<file path="src/rtl/dq_pkg.sv">
// ----------------------------------------------------------------------------
// dq_pkg
// Shared types and constants for the double-ended queue.
// ----------------------------------------------------------------------------
package dq_pkg;

  localparam int FuncW     = 2;
  localparam int DataPortW = 32;
  localparam int StatusW   = 2;

  typedef enum logic [FuncW-1:0] {
    OP_PUSH_FRONT = 2'd0,
    OP_PUSH_BACK  = 2'd1,
    OP_POP_FRONT  = 2'd2,
    OP_POP_BACK   = 2'd3
  } dq_op_e;

  typedef enum logic [StatusW-1:0] {
    ST_OK        = 2'd0,
    ST_UNDERFLOW = 2'd1,
    ST_OVERFLOW  = 2'd2
  } dq_status_e;

  typedef enum logic [1:0] {
    S_IDLE,
    S_READ,
    S_RESP
  } dq_state_e;

endpackage

</file>
<file path="src/rtl/dq_if.sv">
// ----------------------------------------------------------------------------
// dq_if
// Valid/ready channels for queue operations and their results.
// ----------------------------------------------------------------------------
interface dq_req_if import dq_pkg::*; ();
  logic                 valid;
  logic                 ready;
  logic [FuncW-1:0]     func;
  logic [DataPortW-1:0] push_data;

  modport source (output valid, func, push_data, input ready);
  modport sink   (input valid, func, push_data, output ready);
endinterface

interface dq_rsp_if import dq_pkg::*; #(parameter int CntW = 5) ();
  logic                 valid;
  logic                 ready;
  logic [DataPortW-1:0] front_value;
  logic [DataPortW-1:0] back_value;
  logic [CntW-1:0]      entries;
  logic                 is_empty;
  logic [StatusW-1:0]   status;

  modport source (output valid, front_value, back_value, entries, is_empty, status,
                  input ready);
  modport sink   (input valid, front_value, back_value, entries, is_empty, status,
                  output ready);
endinterface

</file>
<file path="src/rtl/dq_mem.sv">
// ----------------------------------------------------------------------------
// dq_mem
// Slot store: one write port, two read ports with registered read data.
// ----------------------------------------------------------------------------
module dq_mem #(
  parameter int Depth = 16,
  parameter int DataW = 32,
  parameter int AddrW = 4
) (
  input  logic             clk_i,
  input  logic             we_i,
  input  logic [AddrW-1:0] waddr_i,
  input  logic [DataW-1:0] wdata_i,
  input  logic [AddrW-1:0] raddr_a_i,
  input  logic [AddrW-1:0] raddr_b_i,
  output logic [DataW-1:0] rdata_a_o,
  output logic [DataW-1:0] rdata_b_o
);

  logic [DataW-1:0] mem_q [Depth];

  always_ff @(posedge clk_i) begin
    if (we_i) begin
      mem_q[waddr_i] <= wdata_i;
    end
  end

  always_ff @(posedge clk_i) begin
    rdata_a_o <= mem_q[raddr_a_i];
    rdata_b_o <= mem_q[raddr_b_i];
  end

endmodule

</file>
<file path="src/rtl/dq_ctrl.sv">
// ----------------------------------------------------------------------------
// dq_ctrl
// Head pointer, fill count, operation sequencing and result register.
// ----------------------------------------------------------------------------
module dq_ctrl import dq_pkg::*; #(
  parameter int Depth = 16,
  parameter int DataW = 32,
  parameter int AddrW = 4,
  parameter int CntW  = 5
) (
  input  logic             clk_i,
  input  logic             rst_ni,
  dq_req_if.sink           req_i,
  dq_rsp_if.source         rsp_o,
  output logic             mem_we_o,
  output logic [AddrW-1:0] mem_waddr_o,
  output logic [DataW-1:0] mem_wdata_o,
  output logic [AddrW-1:0] mem_raddr_a_o,
  output logic [AddrW-1:0] mem_raddr_b_o,
  input  logic [DataW-1:0] mem_rdata_a_i,
  input  logic [DataW-1:0] mem_rdata_b_i
);

  localparam int SumW = CntW + 1;

  dq_state_e            state_q, state_d;
  logic [AddrW-1:0]     head_q, head_d;
  logic [CntW-1:0]      cnt_q, cnt_d;
  dq_status_e           status_q, status_d;
  logic                 out_valid_q, out_valid_d;
  logic                 out_load;
  logic [DataPortW-1:0] front_q, back_q;
  logic [CntW-1:0]      out_cnt_q;
  logic                 out_empty_q;
  dq_status_e           out_status_q;

  logic                 full, empty;
  logic [AddrW-1:0]     head_dec, head_inc, tail_addr, back_addr;
  logic [SumW-1:0]      tail_sum, back_sum;
  logic [DataPortW-1:0] front_ext, back_ext;
  dq_op_e               op;

  assign op    = dq_op_e'(req_i.func);
  assign full  = (cnt_q == CntW'(Depth));
  assign empty = (cnt_q == '0);

  assign head_dec = (head_q == '0) ? AddrW'(Depth - 1) : head_q - 1'b1;
  assign head_inc = (head_q == AddrW'(Depth - 1)) ? '0 : head_q + 1'b1;

  assign tail_sum  = SumW'(head_q) + SumW'(cnt_q);
  assign tail_addr = (tail_sum >= SumW'(Depth)) ? AddrW'(tail_sum - SumW'(Depth))
                                                : AddrW'(tail_sum);
  assign back_sum  = tail_sum - 1'b1;
  assign back_addr = (back_sum >= SumW'(Depth)) ? AddrW'(back_sum - SumW'(Depth))
                                                : AddrW'(back_sum);

  assign mem_raddr_a_o = head_q;
  assign mem_raddr_b_o = back_addr;

  if (DataW >= DataPortW) begin : g_wide
    assign mem_wdata_o = DataW'(req_i.push_data);
    assign front_ext   = mem_rdata_a_i[DataPortW-1:0];
    assign back_ext    = mem_rdata_b_i[DataPortW-1:0];
  end else begin : g_narrow
    assign mem_wdata_o = req_i.push_data[DataW-1:0];
    assign front_ext   = DataPortW'(mem_rdata_a_i);
    assign back_ext    = DataPortW'(mem_rdata_b_i);
  end

  assign req_i.ready = (state_q == S_IDLE);

  always_comb begin
    state_d     = state_q;
    head_d      = head_q;
    cnt_d       = cnt_q;
    status_d    = status_q;
    mem_we_o    = 1'b0;
    mem_waddr_o = tail_addr;
    out_load    = 1'b0;
    out_valid_d = out_valid_q && !rsp_o.ready;
    case (state_q)
      S_IDLE: begin
        if (req_i.valid) begin
          status_d = ST_OK;
          state_d  = S_READ;
          case (op)
            OP_PUSH_FRONT: begin
              if (full) begin
                status_d = ST_OVERFLOW;
              end else begin
                mem_we_o    = 1'b1;
                mem_waddr_o = head_dec;
                head_d      = head_dec;
                cnt_d       = cnt_q + 1'b1;
              end
            end
            OP_PUSH_BACK: begin
              if (full) begin
                status_d = ST_OVERFLOW;
              end else begin
                mem_we_o = 1'b1;
                cnt_d    = cnt_q + 1'b1;
              end
            end
            OP_POP_FRONT: begin
              if (empty) begin
                status_d = ST_UNDERFLOW;
              end else begin
                head_d = head_inc;
                cnt_d  = cnt_q - 1'b1;
              end
            end
            default: begin
              if (empty) begin
                status_d = ST_UNDERFLOW;
              end else begin
                cnt_d = cnt_q - 1'b1;
              end
            end
          endcase
        end
      end
      S_READ: begin
        state_d = S_RESP;
      end
      S_RESP: begin
        if (!out_valid_q || rsp_o.ready) begin
          out_load    = 1'b1;
          out_valid_d = 1'b1;
          state_d     = S_IDLE;
        end
      end
      default: begin
        state_d = S_IDLE;
      end
    endcase
  end

  always_ff @(posedge clk_i or negedge rst_ni) begin
    if (!rst_ni) begin
      state_q     <= S_IDLE;
      head_q      <= '0;
      cnt_q       <= '0;
      status_q    <= ST_OK;
      out_valid_q <= 1'b0;
    end else begin
      state_q     <= state_d;
      head_q      <= head_d;
      cnt_q       <= cnt_d;
      status_q    <= status_d;
      out_valid_q <= out_valid_d;
    end
  end

  always_ff @(posedge clk_i) begin
    if (out_load) begin
      front_q      <= empty ? '0 : front_ext;
      back_q       <= empty ? '0 : back_ext;
      out_cnt_q    <= cnt_q;
      out_empty_q  <= empty;
      out_status_q <= status_q;
    end
  end

  assign rsp_o.valid       = out_valid_q;
  assign rsp_o.front_value = front_q;
  assign rsp_o.back_value  = back_q;
  assign rsp_o.entries     = out_cnt_q;
  assign rsp_o.is_empty    = out_empty_q;
  assign rsp_o.status      = out_status_q;

endmodule

</file>
<file path="src/rtl/double_ended_queue_top.sv">
// ----------------------------------------------------------------------------
// double_ended_queue_top
// Bounded double-ended queue held in a ring of memory slots.
// ----------------------------------------------------------------------------
// Operations arrive on req_i (func, push_data): push front, push back,
// pop front, pop back. Each transaction on req_i yields exactly one
// transaction on rsp_o carrying the front and back values after the
// operation (zero when empty), the entry count, an empty flag and a status:
// ok, underflow (pop on empty, nothing changes) or overflow (push on full,
// value dropped).
// The write and pointer update happen at the accepting edge, the front and
// back slots are then read through the registered memory ports, and the
// result register loads after that, raising rsp_o.valid; that load waits
// while an earlier result is still stalled in the output register.
// One operation is in flight at a time: req_i.ready is high only while idle,
// so the block takes no new operation until the current one has passed its
// memory read after the write and the load of the result register.
// A stalled result waits in the output register while the next operation
// is accepted and processed; it only advances once the result is taken.
// Reset empties the queue (head and count to zero); slot contents are not
// cleared and no clearing pass is needed.
// ----------------------------------------------------------------------------
module double_ended_queue_top import dq_pkg::*; #(
  parameter int DEPTH      = 16,
  parameter int DATA_WIDTH = 32
) (
  input  logic     clk_i,
  input  logic     rst_ni,
  dq_req_if.sink   req_i,
  dq_rsp_if.source rsp_o
);

  localparam int AddrW = $clog2(DEPTH);
  localparam int CntW  = $clog2(DEPTH + 1);

  logic                  mem_we;
  logic [AddrW-1:0]      mem_waddr;
  logic [DATA_WIDTH-1:0] mem_wdata;
  logic [AddrW-1:0]      mem_raddr_a, mem_raddr_b;
  logic [DATA_WIDTH-1:0] mem_rdata_a, mem_rdata_b;

  dq_ctrl #(
    .Depth (DEPTH),
    .DataW (DATA_WIDTH),
    .AddrW (AddrW),
    .CntW  (CntW)
  ) u_ctrl (
    .clk_i         (clk_i),
    .rst_ni        (rst_ni),
    .req_i         (req_i),
    .rsp_o         (rsp_o),
    .mem_we_o      (mem_we),
    .mem_waddr_o   (mem_waddr),
    .mem_wdata_o   (mem_wdata),
    .mem_raddr_a_o (mem_raddr_a),
    .mem_raddr_b_o (mem_raddr_b),
    .mem_rdata_a_i (mem_rdata_a),
    .mem_rdata_b_i (mem_rdata_b)
  );

  dq_mem #(
    .Depth (DEPTH),
    .DataW (DATA_WIDTH),
    .AddrW (AddrW)
  ) u_mem (
    .clk_i     (clk_i),
    .we_i      (mem_we),
    .waddr_i   (mem_waddr),
    .wdata_i   (mem_wdata),
    .raddr_a_i (mem_raddr_a),
    .raddr_b_i (mem_raddr_b),
    .rdata_a_o (mem_rdata_a),
    .rdata_b_o (mem_rdata_b)
  );

endmodule

</file>
<file path="src/flat_wrapper.sv">
// flat-port wrapper written by rule: the top's interface ports become plain ports
module double_ended_queue_top_flat import dq_pkg::*;
#(
  parameter int DEPTH      = 16,
  parameter int DATA_WIDTH = 32
)
  (clk_i, rst_ni, req_i_valid, req_i_func, req_i_push_data, req_i_ready, rsp_o_valid, rsp_o_front_value, rsp_o_back_value, rsp_o_entries, rsp_o_is_empty, rsp_o_status, rsp_o_ready);
  dq_req_if req_i_i ();
  dq_rsp_if rsp_o_i ();
  input  logic clk_i;
  input  logic rst_ni;
  input wire logic [$bits(req_i_i.valid)-1:0] req_i_valid;
  input wire logic [$bits(req_i_i.func)-1:0] req_i_func;
  input wire logic [$bits(req_i_i.push_data)-1:0] req_i_push_data;
  output wire logic [$bits(req_i_i.ready)-1:0] req_i_ready;
  output wire logic [$bits(rsp_o_i.valid)-1:0] rsp_o_valid;
  output wire logic [$bits(rsp_o_i.front_value)-1:0] rsp_o_front_value;
  output wire logic [$bits(rsp_o_i.back_value)-1:0] rsp_o_back_value;
  output wire logic [$bits(rsp_o_i.entries)-1:0] rsp_o_entries;
  output wire logic [$bits(rsp_o_i.is_empty)-1:0] rsp_o_is_empty;
  output wire logic [$bits(rsp_o_i.status)-1:0] rsp_o_status;
  input wire logic [$bits(rsp_o_i.ready)-1:0] rsp_o_ready;
  assign req_i_i.valid = req_i_valid;
  assign req_i_i.func = req_i_func;
  assign req_i_i.push_data = req_i_push_data;
  assign req_i_ready = req_i_i.ready;
  assign rsp_o_valid = rsp_o_i.valid;
  assign rsp_o_front_value = rsp_o_i.front_value;
  assign rsp_o_back_value = rsp_o_i.back_value;
  assign rsp_o_entries = rsp_o_i.entries;
  assign rsp_o_is_empty = rsp_o_i.is_empty;
  assign rsp_o_status = rsp_o_i.status;
  assign rsp_o_i.ready = rsp_o_ready;
  double_ended_queue_top #(.DEPTH(DEPTH), .DATA_WIDTH(DATA_WIDTH)) u_core (.clk_i(clk_i), .rst_ni(rst_ni), .req_i(req_i_i), .rsp_o(rsp_o_i));
endmodule
</file>
<file path="config.mk">
export PLATFORM = sky130hd
export DESIGN_NAME = double_ended_queue_top_flat
export DESIGN_NICKNAME = d
export VERILOG_FILES = /design/src/rtl/dq_pkg.sv /design/src/rtl/dq_if.sv /design/src/rtl/dq_mem.sv /design/src/rtl/dq_ctrl.sv /design/src/rtl/double_ended_queue_top.sv /design/src/flat_wrapper.sv
export SDC_FILE = /design/constraint.sdc
export NUM_CORES = 1
export LEC_CHECK = 0
export BUFFER_PORTS_ARGS = -buffer_cell sky130_fd_sc_hd__buf_2
export CORE_MARGIN = 2
export CORE_UTILIZATION = 35
export DETAILED_ROUTE_END_ITERATION = 8
export HOLD_SLACK_MARGIN = 0.12
export PLACE_DENSITY = 0.47
export SLEW_MARGIN = 20
export SYNTH_ARGS = -nofsm -noshare
export SYNTH_HDL_FRONTEND = slang
export SYNTH_SLANG_ARGS = --single-unit
</file>
<file path="constraint.sdc">
create_clock -name clk_i -period 8.5 [get_ports clk_i]
set_input_delay 0.425 -clock clk_i [delete_from_list [all_inputs] [get_ports clk_i]]
set_output_delay 0.425 -clock clk_i [all_outputs]
set_load 0.05 [all_outputs]
</file>
* Word level (Yosys, flattened, before mapping)
Memories as Yosys holds them, arrays and structs flattened. A register that Yosys moved wholly into a read port is not among the register bits.
Index checks and enable logic that the tools add are counted.
W data, S select, Z words.
** Storage, ports and cells
- Register bits after elaboration :: 86
- RAM bits :: 512
- Input port bits :: 38
- Output and inout port bits :: 74
- Word-level logic and storage cells :: 77
- Memories :: 1
** Memories
- u_core.u_mem.mem_q :: depth 16, width 32, read ports 2, clocked after Yosys merged registers in 2, write ports 1, line dq_mem.sv:20 : logic [DataW-1:0] mem_q [Depth];
** Operators by class
- $add $sub $neg :: 8
- $lt $le $gt $ge :: 2
- Equality and inequality tests :: 12
- Mux-type cells :: 30
- Reductions and logical operators :: 14
** Operators by type and width (count)
- $mux W4 :: 10
- $mux W5 :: 3
- $ge A6 B5 Y1 const B :: 2
- $ne A2 B2 Y1 const B :: 6
- $sub A4 B1 Y4 const B :: 3
- $mux W1 :: 11
- $mux W2 :: 4
- $pmux W4 S2 :: 1
- $add A4 B5 Y6 :: 1
- $pmux W2 S3 :: 1
- $sub A6 B1 Y6 const B :: 1
- $add A5 B1 Y5 const B :: 1
- $eq A5 B5 Y1 const B :: 1
- $logic_not A5 Y1 :: 1
- $reduce_and A5 Y1 :: 1
- $sub A5 B1 Y5 const B :: 1
- $add A4 B1 Y4 const B :: 1
- $eq A2 B1 Y1 const B :: 2
- $eq A2 B2 Y1 const B :: 2
- $eq A4 B4 Y1 const B :: 1
- $logic_not A2 Y1 :: 2
- $logic_not A4 Y1 :: 1
- $reduce_and A2 Y1 :: 2
- $reduce_and A4 Y1 :: 1
- 5 further kinds :: 6

* Longest topological paths before layout
- Depth after elaboration :: 7
- Gate-level depth with buffers :: 13
- Mapped depth without buffers :: 8

* By module
From an unflattened synthesis, not the netlist that was laid out.
** Unflattened totals
- Cells, all modules :: 1433
- Area, all modules :: 28165.8 µm²
** By module, submodules not included
- dq_mem :: times used 1, cells an instance 1141, area each 24188.2 µm², seq. area each 16656.0 µm²
- dq_ctrl :: times used 1, cells an instance 292, area each 3977.6 µm², seq. area each 2512.4 µm²

* Worst setup path after synthesis
OpenSTA, ideal clock, no wires.
- Kind :: reg-to-reg
- Start point :: register u_core.u_ctrl.out_valid_q (netlist: u_core.u_ctrl.rsp_o.valid)
- End point :: register u_core.u_ctrl.back_q[0] (netlist: u_core.u_ctrl.rsp_o.back_value[0]), enable pin
- Setup time :: 0.511 ns
- Data arrival time :: 3.938 ns
- Data required time :: 7.989 ns
- Path slack :: 4.051 ns
- Stages on the path, launching flop included :: 3
- Buffers on the path :: 0
- Clock period less this slack :: 4.449 ns
- Cells stage by stage :: dfrtp_1 -> nand2b_1 -> nor2b_1
** Between the ends
- Cells in the longest elaborated chain, start to end :: 4
** RTL lines
- start, declared :: line dq_ctrl.sv:30 : logic out_valid_q, out_valid_d;
- start signal, assigned :: line dq_ctrl.sv:151 : out_valid_q <= out_valid_d;
- $logic_not A1 Y1 :: line dq_ctrl.sv:127 : if (!out_valid_q || rsp_o.ready) begin
- $logic_or A1 B1 Y1 :: line dq_ctrl.sv:127
- $mux W1 :: line dq_ctrl.sv:127
- $mux W1 :: line dq_ctrl.sv:81 : case (state_q)
- named net u_core.u_ctrl.out_load :: line dq_ctrl.sv:31 : logic out_load;
- end signal, assigned :: line dq_ctrl.sv:158 : back_q <= empty ? '0 : back_ext;
- end, declared :: line dq_ctrl.sv:32 : logic [DataPortW-1:0] front_q, back_q;
The timed path passes the listed nets, and every way through them passes these cells.
A chain may end at the register's enable or synchronous reset.

* Final worst setup path
- Start point :: register u_core.u_ctrl.head_q[0] (netlist: u_core.u_ctrl.mem_raddr_a_o[0])
- End point :: register u_core.u_mem.rdata_b_o[15], read port of u_core.u_mem.mem_q
** Between the ends
- Cells in the longest elaborated chain, start to end :: 4
- Elaborated cells between the ends (all ways) :: 5
- Those cells by class :: add/sub (3); order compare (1); mux (1)
** RTL lines
- start, declared :: line dq_ctrl.sv:27 : logic [AddrW-1:0] head_q, head_d;
- start signal, assigned :: line dq_ctrl.sv:142 : head_q <= '0;
- start signal, assigned :: line dq_ctrl.sv:148 : head_q <= head_d;
- $add A4 B5 Y6 * :: line dq_ctrl.sv:50 : assign tail_sum = SumW'(head_q) + SumW'(cnt_q);
- $sub A6 B1 Y6 * :: line dq_ctrl.sv:53 : assign back_sum = tail_sum - 1'b1;
- $ge A6 B5 Y1 or $sub A4 B1 Y4 (tied branches) :: line dq_ctrl.sv:54 : assign back_addr = (back_sum >= SumW'(Depth)) ? AddrW'(back_sum - SumW'(Depth))
- $mux W4 * :: line dq_ctrl.sv:54
- end, declared :: line dq_mem.sv:17 : output logic [DataW-1:0] rdata_b_o
Mark *: on every way between the ends. The rest lies on a longest branch, timed or not.

==> results.sh <==
export IMPL_cp_start_kind="flop"
export IMPL_yosysWarnings=0
export IMPL_synth_area_um2=28300
export IMPL_pre_cts_slack_ns=3.44
export IMPL_end_kind="flop"
export IMPL_outcome="finished clean"
export IMPL_core_area_um2=80300
export IMPL_vias=14800
export IMPL_cap_violations=0
export IMPL_hold_class="in -> reg"
export IMPL_path_clk_slew_ns=0.07
export IMPL_io_pins=112
export IMPL_final_layout_size_suffix_gt1_frac=0.364
export IMPL_drv_slew=0
export IMPL_min_period_over_period=0.588
export IMPL_htreeDepth=3
export IMPL_antenna_found_initial=10
export IMPL_crit_arrival_ns=5.53
export IMPL_yosysTopAreaCellShare=0.620
export IMPL_ant_nets=0
export IMPL_grtUsageTotal=0.188
export IMPL_dp_hpwl_mm=39.3
export IMPL_area_growth_pct=15.9
export IMPL_finalSetupTns_ns=0
export IMPL_worst_slack_ns=3.50
export IMPL_worst_pin_slew_ns=1.04
export IMPL_wl_per_cell_um=28.6
export IMPL_regArea_um2=19200
export IMPL_cp_slowest_cell="dfrtp_4"
export IMPL_start_util=0.352
export IMPL_syn_inst=1430
export IMPL_io_buffers=111
export IMPL_synthTopCellsByArea="edfxtp_1 (62%), mux4_2 (23%), dfxtp_1 (4.5%)"
export IMPL_critPathMaxFanout=46
export IMPL_rsz0062_at_grt="no"
export IMPL_viasPerCell=5.51
export IMPL_cts_tree="yes"
export IMPL_grt_pass1_vias=15600
export IMPL_firstDrtPassIters=5
export IMPL_die_h_um=288
export IMPL_grt_max_degree=129
export IMPL_multiInputGateArea_um2=8850
export IMPL_grt_overflow_total=0
export IMPL_rows=104
export IMPL_syn_nets=1479
export IMPL_drc=0
export IMPL_final_nets=1605
export IMPL_final_hold_violation_count=0
export IMPL_required_ns=9.03
export IMPL_cts_resized=0
export IMPL_critPathMaxStageDelay_ns=0.91
export IMPL_gp_congestion=0.710
export IMPL_n_fill_cell=7074
export IMPL_ys_types=45
export IMPL_min_period_ns=5.00
export IMPL_hold_ws_ns=0.194
export IMPL_yosys_area_top_type="edfxtp_1"
export IMPL_clockBufferDepth=3
export IMPL_fp_dieW_um=288
export IMPL_grt_pass1_wl_mm=111
export IMPL_insertion_delay_ns=0.62
export IMPL_clock_skew_ns=0.0167
export IMPL_syn_area_per_cell_um2=19.8
export IMPL_crit_chain="buf_4 -> ha_4 -> inv_1 -> ha_4 -> xnor2_4 -> buf_4 -> nand2_1 -> and3_1 -> a31oi_1"
export IMPL_clock_sinks=662
export IMPL_ys_seq_area_frac=0.678
export IMPL_drt_total_wl_mm=76.6
export IMPL_setup_viol=0
export IMPL_cts_buffers=75
export IMPL_fmax_mhz=200
export IMPL_path_class="reg -> reg"
export IMPL_yosys_register_bits=662
export IMPL_dieArea_um2=83100
export IMPL_dr_first_iter_drc_count=1241
export IMPL_clockRootBuffer="clkbuf_16"
export IMPL_max_slew_margin_rel=0.310
## layer usage
layer	share of wire	global-route usage	up-vias	wire (um)
met4	0.026	0.0562	6	2000
met2	0.49	0.311	410	37600
met3	0.050	0.0332	132	3810
met1	0.43	0.255	8060	33200
li1	-	-	6153	-
met5	0.00044	0	-	34
## placed cells by master (no fill, tap or decap), drive strengths merged, types with 9 or more instances in the layout
cell type,n
clkbuf,94
nand2,144
a31oi,33
nor2,22
nor2b,65
dfxtp,64
ha,9
edfxtp,584
dfrtp,14
clkinv,32
buf,144
inv,12
and3,33
mux4,287
## critical path: cells and delay by family (launching register included)
| kind | cells | cell delay [ns] |
|---|---|---|
| buffers and inverters | 3 | 1.66 |
| adders and majority gates | 2 | 1.09 |
| DFF | 1 | 0.91 |
| xor gates and xnor gates | 1 | 0.72 |
| and+or+nand+nor | 2 | 0.35 |
| AOI/OAI and AO/OA | 1 | 0.12 |
## worst paths after layout
path | from | endpoint | slack, ns | depth (start not counted)
worst max-delay path | u_core.u_ctrl.mem_raddr_a_o[0] | u_core.u_mem.rdata_b_o[15] | 3.50 | 9
worst min register to register | u_core.u_ctrl.status_q[0] | u_core.u_ctrl.rsp_o.status[0] | 0.45 | 0
worst max register to register | u_core.u_ctrl.mem_raddr_a_o[0] | u_core.u_mem.rdata_b_o[15] | 3.50 | 9
min in group asynchronous | rst_ni | u_core.u_ctrl.cnt_q[0] | 0.25 | 2
worst min-delay path | req_i_push_data[22] | u_core.u_mem.mem_q[8][22] | 0.19 | 1
max in group asynchronous | rst_ni | u_core.u_ctrl.mem_raddr_a_o[2] | 7.96 | 2
## cell families after synthesis
logic type	after synthesis	share of synthesized area
AOI/OAI and AO/OA	57	0.0136
xor gates and xnor gates	15	0.00593
adders and majority gates	11	0.00540
buffers and inverters	105	0.0159
DFF	662	0.678
muxes	297	0.233
and+or+nand+nor	283	0.0485
## sequential cells by signal (all words and copies together), names as in the netlist
signal	flops
u_core.u_ctrl.rsp_o.is_empty	1
u_core.u_ctrl.rsp_o.valid	1
u_core.u_ctrl.cnt_q	5
u_core.u_ctrl.rsp_o.back_value	32
u_core.u_ctrl.rsp_o.front_value	32
u_core.u_ctrl.status_q	2
u_core.u_ctrl.state_q	2
u_core.u_ctrl.mem_raddr_a_o	4
u_core.u_ctrl.rsp_o.entries	5
u_core.u_mem.mem_q	512
u_core.u_mem.rdata_a_o	32
u_core.u_mem.rdata_b_o	32
u_core.u_ctrl.rsp_o.status	2
## repair_timing
action,4_1_cts,5_1_grt
setup endpoints to repair,0,0
endpoints found under the hold margin,15,0
buffers inserted,0,0
hold buffers,2,0
## cell usage after synthesis
cell type	number
buf_1	8
o31ai_1	2
a2111oi_4	1
or3b_1	1
fa_1	2
buf_2	30
mux4_2	287
xnor2_1	7
buf_4	1
o31a_1	1
nand2_1	144
o311ai_1	1
buf_6	2
inv_1	8
ha_1	9
edfxtp_1	584
a21oi_1	6
nor3_1	5
nor3b_1	2
xnor2_2	1
dfxtp_1	64
clkbuf_1	56
mux2_2	2
o22a_1	1
a31oi_1	33
and3_1	33
o2bb2ai_1	1
nor4_4	1
a21o_1	5
a211o_1	1
mux2i_1	6
nor2_1	22
nand2b_1	3
nor2b_1	65
xor2_2	2
and2_1	1
xnor3_1	1
or2b_1	1
nand3_1	3
xor2_1	4
mux2_4	2
dfrtp_1	14
o21ai_0	5
nand3b_1	1
nor3_2	1
## stage by stage
step / instance area [um^2] / cells / util
2_1_floorplan: 28300 / 1430 / -
3_3_place_gp: 30200 / 2536 / 0.376
3_5_place_dp: 30200 / 2536 / 0.376
4_1_cts: 32700 / 2678 / 0.408
5_1_grt: 32800 / 2680 / 0.408
6_report: 32800 / 2681 / 0.408
## cell type report
| cell class | count | area share |
|---|---|---|
| sequential | 662 | 0.586 |
| inverter | 8 | 0.000917 |
| multi-input combinational | 663 | 0.270 |
| antenna | 2 | 0.000153 |
| tap | 1060 | 0.0405 |
| clock buffer | 94 | 0.0629 |
| timing repair buffer | 146 | 0.0263 |
| clock inverter | 46 | 0.0134 |
Power is left out: the tool's default activity adds up to more than one toggle a clock period on the data nets, which glitch-free logic cannot reach.
